--- config.mk ---
export PLATFORM = sky130hd
export DESIGN_NAME = bus_cycle_command_controller_unit
export DESIGN_NICKNAME = d
export VERILOG_FILES = /design/src/design/bcc_pkg.sv /design/src/design/bus_cycle_command_controller_unit.sv /design/src/design/bcc_step.sv
export SDC_FILE = /design/constraint.sdc
export NUM_CORES = 1
export LEC_CHECK = 0
export CORE_MARGIN = 4
export CORE_UTILIZATION = 55
export DETAILED_ROUTE_END_ITERATION = 16
export DONT_BUFFER_PORTS = 1
export HOLD_SLACK_MARGIN = 0.02
export PLACE_DENSITY = 0.69
export SLEW_MARGIN = 20
export SYNTH_ARGS = -nofsm -noshare
export SYNTH_HDL_FRONTEND = slang
export SYNTH_SLANG_ARGS = --single-unit
--- constraint.sdc ---
create_clock -name clk -period 2.8 [get_ports clk]
set_input_delay 0.28 -clock clk [delete_from_list [all_inputs] [get_ports clk]]
set_output_delay 0.28 -clock clk [all_outputs]
set_load 0.02 [all_outputs]
--- src/design/bcc_pkg.sv ---
package bcc_pkg;

	typedef enum logic [2:0] {
		CK_PASSIVE = 3'd0,
		CK_MEMW    = 3'd1,
		CK_MEMR    = 3'd2,
		CK_FETCH   = 3'd3,
		CK_HALT    = 3'd4,
		CK_IOW     = 3'd5,
		CK_IOR     = 3'd6,
		CK_INTA    = 3'd7
	} ck_t;

	localparam int PB_ALE  = 0;
	localparam int PB_DEN  = 1;
	localparam int PB_DTR  = 2;
	localparam int PB_MEMR = 3;
	localparam int PB_MEMW = 4;
	localparam int PB_IOR  = 5;
	localparam int PB_IOW  = 6;
	localparam int PB_INTA = 7;

	localparam logic [7:0] PIN_STROBES = 8'hF8;
	localparam logic [7:0] PIN_RESET   = 8'hFA;

	localparam logic [1:0] DIR_OFF  = 2'd0;
	localparam logic [1:0] DIR_IN   = 2'd1;
	localparam logic [1:0] DIR_OUT  = 2'd2;

	localparam logic [1:0] RECOVERY_STEPS = 2'd3;

	typedef struct packed {
		ck_t        cycle_kind;
		logic       was_active;
		logic       strobe_held;
		logic       dma_inhibited;
		logic [1:0] recovery_count;
		logic [7:0] pins;
		logic [1:0] ram_dir;
		logic [1:0] data_dir;
	} bcc_state_t;

	typedef struct packed {
		logic [7:0] pins;
		logic [1:0] data_dir;
		logic [1:0] ram_dir;
		logic       latch_release;
		logic       hold_active;
	} bcc_result_t;

	localparam bcc_state_t STATE_RESET = '{
		cycle_kind:     CK_PASSIVE,
		was_active:     1'b0,
		strobe_held:    1'b0,
		dma_inhibited:  1'b0,
		recovery_count: 2'd0,
		pins:           PIN_RESET,
		ram_dir:        DIR_OFF,
		data_dir:       DIR_OFF
	};

	function automatic logic write_kind(input ck_t k);
		return (k == CK_IOW) || (k == CK_MEMW);
	endfunction

	function automatic logic [7:0] strobe_bit(input ck_t k);
		logic [7:0] b;
		b = 8'h00;
		case (k)
			CK_INTA:          b[PB_INTA] = 1'b1;
			CK_IOR:           b[PB_IOR]  = 1'b1;
			CK_IOW:           b[PB_IOW]  = 1'b1;
			CK_FETCH, CK_MEMR: b[PB_MEMR] = 1'b1;
			CK_MEMW:          b[PB_MEMW] = 1'b1;
			default:          b = 8'h00;
		endcase
		return b;
	endfunction

	function automatic logic [1:0] ram_steer(input ck_t k, input logic ram_sel);
		logic [1:0] d;
		d = DIR_OFF;
		if (ram_sel && (k == CK_FETCH || k == CK_MEMR))
			d = DIR_IN;
		else if (ram_sel && k == CK_MEMW)
			d = DIR_OUT;
		return d;
	endfunction

endpackage

--- src/design/bus_cycle_command_controller_unit.sv ---
// Bus cycle command controller, 8288 style, with DMA inhibit and bus recovery.
// Input channel (in_valid/in_ready): one item per bus clock evaluation carrying
// status_n, cmd_enable, wait_n and the two high address bits.
// Output channel (out_valid/out_ready): one item per input item with all pin
// levels, transceiver directions, latch_release and hold_active after it.
// An accepted item goes into the input register; the decode/sequencing logic then
// updates the controller state and the result register at the same edge, and
// out_valid rises with the result register.
// Throughput: one item per cycle while the receiver takes results; the state
// loop closes through the sequencing logic, so items may follow back to back.
// A stalled receiver holds the result register; the input register keeps one
// more item, then in_ready drops until the result is taken.
// Reset clears both valid flags and returns the state to passive: strobes and
// DEN high, ALE and DT/R low, transceivers off, no recovery pending.
module bus_cycle_command_controller_unit
	import bcc_pkg::*;
(
	input  logic       clk,
	input  logic       arst_n,
	input  logic       in_valid,
	output logic       in_ready,
	input  logic [2:0] status_n,
	input  logic       cmd_enable,
	input  logic       wait_n,
	input  logic       addr_bit18,
	input  logic       addr_bit19,
	output logic       out_valid,
	input  logic       out_ready,
	output logic       ale,
	output logic       den_n,
	output logic       dt_r,
	output logic       memr_n,
	output logic       memw_n,
	output logic       ior_n,
	output logic       iow_n,
	output logic       inta_n,
	output logic [1:0] data_xcvr_dir,
	output logic [1:0] ram_xcvr_dir,
	output logic       latch_release,
	output logic       hold_active
);

	logic        valid_s1;
	logic [2:0]  status_n_s1;
	logic        cmd_enable_s1;
	logic        wait_n_s1;
	logic        addr_bit18_s1;
	logic        addr_bit19_s1;
	bcc_state_t  state_q;
	bcc_state_t  state_nxt;
	bcc_result_t res_nxt;
	bcc_result_t res_s2;
	logic        valid_s2;
	logic        advance;

	assign advance  = valid_s1 && (!valid_s2 || out_ready);
	assign in_ready = !valid_s1 || advance;

	bcc_step u_step (
		.cur        (state_q),
		.status_n   (status_n_s1),
		.cmd_enable (cmd_enable_s1),
		.wait_n     (wait_n_s1),
		.addr_bit18 (addr_bit18_s1),
		.addr_bit19 (addr_bit19_s1),
		.nxt        (state_nxt),
		.res        (res_nxt)
	);

	always_ff @(posedge clk or negedge arst_n) begin
		if (!arst_n) begin
			valid_s1 <= 1'b0;
			valid_s2 <= 1'b0;
			state_q  <= STATE_RESET;
		end else begin
			if (in_ready)
				valid_s1 <= in_valid;
			if (advance) begin
				valid_s2 <= 1'b1;
				state_q  <= state_nxt;
			end else if (out_ready) begin
				valid_s2 <= 1'b0;
			end
		end
	end

	always_ff @(posedge clk) begin
		if (in_valid && in_ready) begin
			status_n_s1   <= status_n;
			cmd_enable_s1 <= cmd_enable;
			wait_n_s1     <= wait_n;
			addr_bit18_s1 <= addr_bit18;
			addr_bit19_s1 <= addr_bit19;
		end
		if (advance)
			res_s2 <= res_nxt;
	end

	assign out_valid     = valid_s2;
	assign ale           = res_s2.pins[PB_ALE];
	assign den_n         = res_s2.pins[PB_DEN];
	assign dt_r          = res_s2.pins[PB_DTR];
	assign memr_n        = res_s2.pins[PB_MEMR];
	assign memw_n        = res_s2.pins[PB_MEMW];
	assign ior_n         = res_s2.pins[PB_IOR];
	assign iow_n         = res_s2.pins[PB_IOW];
	assign inta_n        = res_s2.pins[PB_INTA];
	assign data_xcvr_dir = res_s2.data_dir;
	assign ram_xcvr_dir  = res_s2.ram_dir;
	assign latch_release = res_s2.latch_release;
	assign hold_active   = res_s2.hold_active;

endmodule

--- src/design/bcc_step.sv ---
module bcc_step
	import bcc_pkg::*;
(
	input  bcc_state_t  cur,
	input  logic [2:0]  status_n,
	input  logic        cmd_enable,
	input  logic        wait_n,
	input  logic        addr_bit18,
	input  logic        addr_bit19,
	output bcc_state_t  nxt,
	output bcc_result_t res
);

	ck_t  code;
	logic wait_act;
	logic ram_sel;
	logic active;
	logic done;
	logic pulse;
	logic [1:0] rc_dec;

	assign code     = ck_t'(~status_n);
	assign wait_act = ~wait_n;
	assign ram_sel  = ~addr_bit18 & ~addr_bit19;
	assign active   = (code != CK_PASSIVE) && (code != CK_HALT);
	assign rc_dec   = cur.recovery_count - 2'd1;

	always_comb begin
		nxt   = cur;
		done  = 1'b0;
		pulse = 1'b0;
		if (cur.recovery_count != 2'd0) begin
			if (!cmd_enable) begin
				done = 1'b1;
			end else begin
				nxt.recovery_count = rc_dec;
				if (rc_dec == 2'd2) begin
					nxt.dma_inhibited = 1'b0;
					if (cur.cycle_kind != CK_PASSIVE && cur.cycle_kind != CK_HALT) begin
						nxt.strobe_held = 1'b1;
						nxt.pins = cur.pins & ~strobe_bit(cur.cycle_kind);
						nxt.pins[PB_DEN] = 1'b0;
						nxt.data_dir = write_kind(cur.cycle_kind) ? DIR_OUT : DIR_IN;
						nxt.ram_dir  = ram_steer(cur.cycle_kind, ram_sel);
					end
					done = 1'b1;
				end else if (rc_dec == 2'd1) begin
					nxt.data_dir = write_kind(cur.cycle_kind) ? DIR_OUT : DIR_IN;
					nxt.ram_dir  = ram_steer(cur.cycle_kind, ram_sel);
					done = 1'b1;
				end
			end
		end
		if (!done) begin
			if (!cmd_enable && wait_act) begin
				if (!cur.dma_inhibited) begin
					nxt.pins = nxt.pins | PIN_STROBES;
					nxt.pins[PB_ALE] = 1'b0;
					nxt.pins[PB_DEN] = 1'b1;
					nxt.data_dir = DIR_OFF;
					nxt.ram_dir  = DIR_OFF;
					nxt.dma_inhibited = 1'b1;
				end
			end else if (cur.dma_inhibited) begin
				nxt.recovery_count = RECOVERY_STEPS;
				pulse = 1'b1;
			end else begin
				if (!cur.was_active && active) begin
					if (cur.strobe_held) begin
						nxt.pins = nxt.pins | PIN_STROBES;
						nxt.pins[PB_DEN] = 1'b1;
						nxt.data_dir = DIR_OFF;
						nxt.ram_dir  = DIR_OFF;
						nxt.strobe_held = 1'b0;
					end
					nxt.cycle_kind = code;
					nxt.pins[PB_ALE] = 1'b1;
					nxt.pins[PB_DTR] = write_kind(code);
				end else if (cur.was_active && active) begin
					nxt.pins[PB_ALE] = 1'b0;
					if (cmd_enable && !cur.strobe_held) begin
						nxt.pins = nxt.pins & ~strobe_bit(cur.cycle_kind);
						nxt.strobe_held = 1'b1;
					end
					nxt.pins[PB_DEN] = 1'b0;
					nxt.data_dir = write_kind(cur.cycle_kind) ? DIR_OUT : DIR_IN;
					nxt.ram_dir  = ram_steer(cur.cycle_kind, ram_sel);
				end else if (cur.was_active && !active) begin
					nxt.data_dir = write_kind(cur.cycle_kind) ? DIR_OUT : DIR_IN;
					nxt.ram_dir  = ram_steer(cur.cycle_kind, ram_sel);
				end
				nxt.was_active = active;
			end
		end
	end

	assign res.pins          = nxt.pins;
	assign res.data_dir      = nxt.data_dir;
	assign res.ram_dir       = nxt.ram_dir;
	assign res.latch_release = pulse;
	assign res.hold_active   = (nxt.recovery_count != 2'd0);

endmodule

=== After elaboration in Yosys (flattened, before gate mapping) ===
Cells that the tools add are included.

* Output and inout port bits: 16
* Bits in registers: 43
* Input bits: 11
* Word-level logic and storage cells: 179

* Eq/ne operators: 12
* Add/subtract/negate cells: 1
* Bitwise logic cells: 12
* Muxes and demuxes: 103
* Reduce and logical (&&, ||, !) cells: 31

{| class="wikitable"
|+ Operators with widths
! operator !! number
|-
| $mux W12 || 6
|-
| $mux W1 || 71
|-
| $mux W16 || 3
|-
| $mux W3 || 10
|-
| $mux W8 || 3
|-
| $and A8 B8 Y8 || 2
|-
| $mux W4 || 4
|-
| $not A8 Y8 || 2
|-
| $eq A3 B3 Y1 const B || 4
|-
| $mux W2 || 6
|-
| $logic_and A1 B1 Y1 || 11
|-
| $eq A3 B1 Y1 const B || 2
|-
| $eq A3 B2 Y1 const B || 2
|-
| $logic_not A1 Y1 || 6
|-
| $ne A3 B3 Y1 const B || 2
|-
| $not A1 Y1 || 6
|-
| $reduce_bool A2 Y1 || 3
|-
| $reduce_bool A3 Y1 || 2
|-
| $logic_or A1 B1 Y1 || 5
|-
| $reduce_and A5 Y1 || 1
|-
| $reduce_and A4 Y1 || 1
|-
| $reduce_or A2 Y1 || 2
|-
| $not A3 Y3 || 1
|-
| $eq A2 B1 Y1 const B || 1
|-
| 3 further kinds || 3
|}

=== Depth between registers and ports, before layout ===
* Depth after elaboration: 21
* Depth in mapped cells: 7
* Depth with buffers taken out: 6

=== Cells and area by module ===
A second synthesis with hierarchy kept.

* Cell total of the unflattened synthesis: 198
* Area total of the unflattened synthesis: 2344.7 sq um

{| class="wikitable"
|+ Modules (own cells, without submodules)
! module !! sequential area each (sq um) !! area each (sq um) !! times used !! cells each
|-
| bus_cycle_command_controller_unit || 1188.6 || 1562.7 || 1 || 72
|-
| bcc_step || 0.0 || 782.0 || 1 || 126
|}

=== Least setup slack after synthesis ===
No wires, ideal clock.

* Path kind: reg-to-reg
* From: register state_q[12] (netlist name)
* To: register res_s2, in the netlist memw_n, data pin
* Library setup time: 261 ps
* Data required time: 2539 ps
* Stages on the path, launching flop included: 7
* Clock period less this slack: 2286 ps
* Data arrival time: 2025 ps
* Buffers on the path: 1
* Path slack: 514 ps
* Cells stage by stage: dfrtp_1 -> ha_1 -> o21ba_4 -> or4_4 -> and2_4 -> buf_6 -> o32a_1

{| class="wikitable"
|+ RTL lines
! what !! line !! text
|-
| start: declaration || bus_cycle_command_controller_unit.sv:49 || <nowiki>bcc_state_t state_q;</nowiki>
|-
| start signal: assignment || bus_cycle_command_controller_unit.sv:80 || <nowiki>state_q <= state_nxt;</nowiki>
|-
| end signal: assignment || bus_cycle_command_controller_unit.sv:96 || <nowiki>res_s2 <= res_nxt;</nowiki>
|-
| end: declaration || bus_cycle_command_controller_unit.sv:52 || <nowiki>bcc_result_t res_s2;</nowiki>
|}

==> metrics.md <==
| Metric | Value |
|---|---|
| Die height | `roughly 70 um` |
| CTS H-tree lvls | `2` |
| Skew-Pair Late Insertion Delay | `approximately 300 ps` |
| WHS | `approximately 75 ps` |
| Largest family of logic cells by synthesized area | `compound AO/OA/AOI/OAI gates` |
| CTS-repair resized insts | `0` |
| Clock Path Buffers | `2` |
| Critical path capture point type | `register` |
| Initial antenna violation count | `0` |
| Via count | `about 1700` |
| Area Growth Syn to Fin | `8.778%` |
| Unrepaired setup endpoints after global routing | `no` |
| Reg-to-reg setup timing slack | `between 500 and 600 ps` |
| Worst Path Arrival | `~2400 ps` |
| Vias per cell | `6.733` |
| Filler cells | `305` |
| PnR worst setup slack | `~500 ps` |
| GRT overflow | `0` |
| Post-synth EDFFs | `21` |
| Largest net degree at the start of global routing | `24` |
| Die X | `approximately 70 um` |
| DP Area | `2226 um2` |
| Worst-margin pin slew | `812.0 ps` |
| Cells on Worst Hold Path | `0` |
| Post-Syn Area | `approximately 2200 um2` |
| Worst-path clk slew | `90 ps` |
| Final nets | `about 210` |
| HP Class | `input port to register` |
| Yosys reg bits | `between 40 and 50` |
| Setup tns final | `0 ps` |
| # setup viols final | `0` |
| Distinct cells, synth | `52` |
| Core Area | `about 3700 um2` |
| Required @ worst endpoint | `about 2900 ps` |
| Dpl hpwl | `approximately 3300 um` |
| Dominant register cell in the synthesized netlist | `edfxtp_1` |
| FF-to-FF End | `ior_n$_DFFE_PP_` |
| Minimum clock period | `2296 ps` |
| # hold bufs at CTS | `1` |
| Synth warn | `0` |
| Complex-gate fraction of the synthesized area | `between 20% and 30%` |
| Hold Violations, Final | `0` |
| DR pass1 iterations | `5` |
| CP Class | `register to register` |
| Cell Pwr Density | `1139 nW/um2` |
| Relative slew slack | `between 40% and 50%` |
| Fin crit share | `81.98%` |
| CTS root buf | `clkbuf_8` |
| Clock sinks | `43` |
| Async SR Flop Fraction | `51.16%` |
| Hold worst-path end | `addr_bit18_s1$_DFFE_PP_` |
| Rows | `22` |
| CP Max Fanout | `7` |
| Hold_sp | `addr_bit18` |
| P_leak | `slightly below 0.0009 uW` |
| Skew final | `between 9 and 10 ps` |
| Post-synthesis share of cell area spent on xor and xnor gates | `0%` |
| Placed Instances | `between 200 and 250` |
| Layout cells sized above 1 | `approximately 15%` |
| Full die area | `between 5000 and 6000 um2` |
| Ant. Diodes | `0` |
| Adder-cell share of the synthesized area | `approximately 1.7%` |
| First-pass GRT wire length | `roughly 7700 um` |
| Peak VDD IR | `524.8 uV` |
| Synth Instances | `195` |
| Number of max-cap violations | `0` |
| DR WL/cell | `about 19 um` |
| Mux cell area share after synthesis | `slightly below 2%` |
| Worst R2R Start | `state_q[12]$_DFFE_PN0P_` |
| Status | `finished, final reports clean` |
| Non-Filler Instances | `~250` |
| Pre-CTS setup slack | `about 520 ps` |
| Reg2reg path depth | `5` |
| Total routed wirelength | `4619 um` |
| Num CTS Buffers | `5` |
| Setup bufs post-CTS | `0` |
| Simple-gate area share of the yosys netlist | `between 10% and 20%` |
| Port bufs | `0` |
| CTS tree | `done` |
| Sequential fraction of the synthesis area | `54.50%` |
| DR iter-0 viols | `189` |
| Routed Antenna Nets | `0` |
| Syn_nets | `between 200 and 250` |
| Starting Density | `roughly 60%` |
| Max Slew Vio Count | `0` |
| Fmax | `around 440 MHz` |
| Design Area, Final | `2372 um2` |
| Gpl congestion | `~0.91` |
| Vias in the first global route | `about 1600` |
| GRT Resource Usage Total | `about a fifth` |
| Mapped Avg Cell Area | `11.18 um2` |
| Critical Path Source Type | `register` |
| Remaining DRCs | `0` |
| IO Pins | `27` |
## sequential cells by signal, indices dropped and copies added, names as in the netlist, 2 cells and up
name and flops:
data_xcvr_dir 2, status_n_s1 3, state_q 20, ram_xcvr_dir 2
## area by class of cell
class                      instances  area, um2  area share, %
timing repair buffer               6      45.04          1.899
inverter                           7      26.28          1.108
sequential                        43       1189          50.11
clock inverter                     2      37.54          1.582
tap                               48      60.06          2.532
clock buffer                       6      93.84          3.956
multi-input combinational        135      920.9          38.82
## per-layer routing
metal	routed length (um)	track usage (%)
met2	2170	30.38
met1	2070	26.97
met3	301	5.398
met5	0	0
met4	77	5.846
## worst max-delay path by stage
stage / start / end / slack (ps)
after floorplan: state_q[12]$_DFFE_PN0P_ / memw_n$_DFFE_PP_ / 510
after global placement: state_q[12]$_DFFE_PN0P_ / ior_n$_DFFE_PP_ / 540
after detailed placement: state_q[12]$_DFFE_PN0P_ / memw_n$_DFFE_PP_ / 520
after CTS: state_q[12]$_DFFE_PN0P_ / ior_n$_DFFE_PP_ / 510
after global routing: state_q[12]$_DFFE_PN0P_ / data_xcvr_dir[0]$_DFFE_PP_ / 370
final: state_q[12]$_DFFE_PN0P_ / ior_n$_DFFE_PP_ / 500
## critical path, stage by stage, from the launching register on
cell     delay, ps
dfrtp_1        440
ha_1           310
o21ba_4        270
or4_4          550
and2_4         180
o32a_1         320
## cells in the final DEF (no fill, tap or decap), types with 3 or more instances in the layout
cell | Yosys | routed
edfxtp_1 | 21 | 21
dfrtp_1 | 16 | 16
nor2_1 | 11 | 11
nand2_1 | 10 | 10
nor3_1 | 9 | 9
nand2b_1 | 8 | 8
a21oi_1 | 8 | 8
o21ai_0 | 8 | 8
inv_1 | 7 | 7
o32a_1 | 7 | 7
dfstp_2 | 6 | 6
and2_1 | 5 | 5
nor2b_1 | 5 | 5
clkbuf_8 | 0 | 5
nor3b_1 | 4 | 4
o22a_1 | 4 | 4
o211ai_1 | 4 | 4
buf_4 | 0 | 4
a31oi_1 | 3 | 3
a2bb2oi_1 | 3 | 3
ha_1 | 3 | 3
## cell families after synthesis
logic type                 count (synthesis)
AOI/OAI and AO/OA                         62
and+or+nand+nor                           66
DFF                                       43
adders and majority gates                  3
muxes                                      4
buffers and inverters                     17
## through the flow
step                      utilization, %  power [uW]
after floorplan                        -        1920
after global placement             59.46        2104
after detailed placement           59.46        2147
after CTS                          63.24        2694
after global routing               63.37        2877
final                              63.37        2702
## power breakdown
| group | switching (uW) | leakage [uW] | total (uW) | internal, uW |
|---|---|---|---|---|
| sequential | 266 | 0.000451 | 1200 | 933 |
| combinational | 531 | 0.000371 | 967 | 436 |
| clock | 217 | 0.0000626 | 536 | 320 |
## synth_stat cells, drive strengths merged, types with 7 or more instances
master	number	area share [%]
a21oi	8	1.8
o32a	7	3.2
nand2b	8	2.3
nand2	10	1.7
nor3	9	2.1
edfxtp	21	29
clkbuf	9	1.5
dfrtp	16	18
nor2	11	1.9
inv	7	1.2
o21ai	8	1.8
Power figures use the tool's default switching activity.
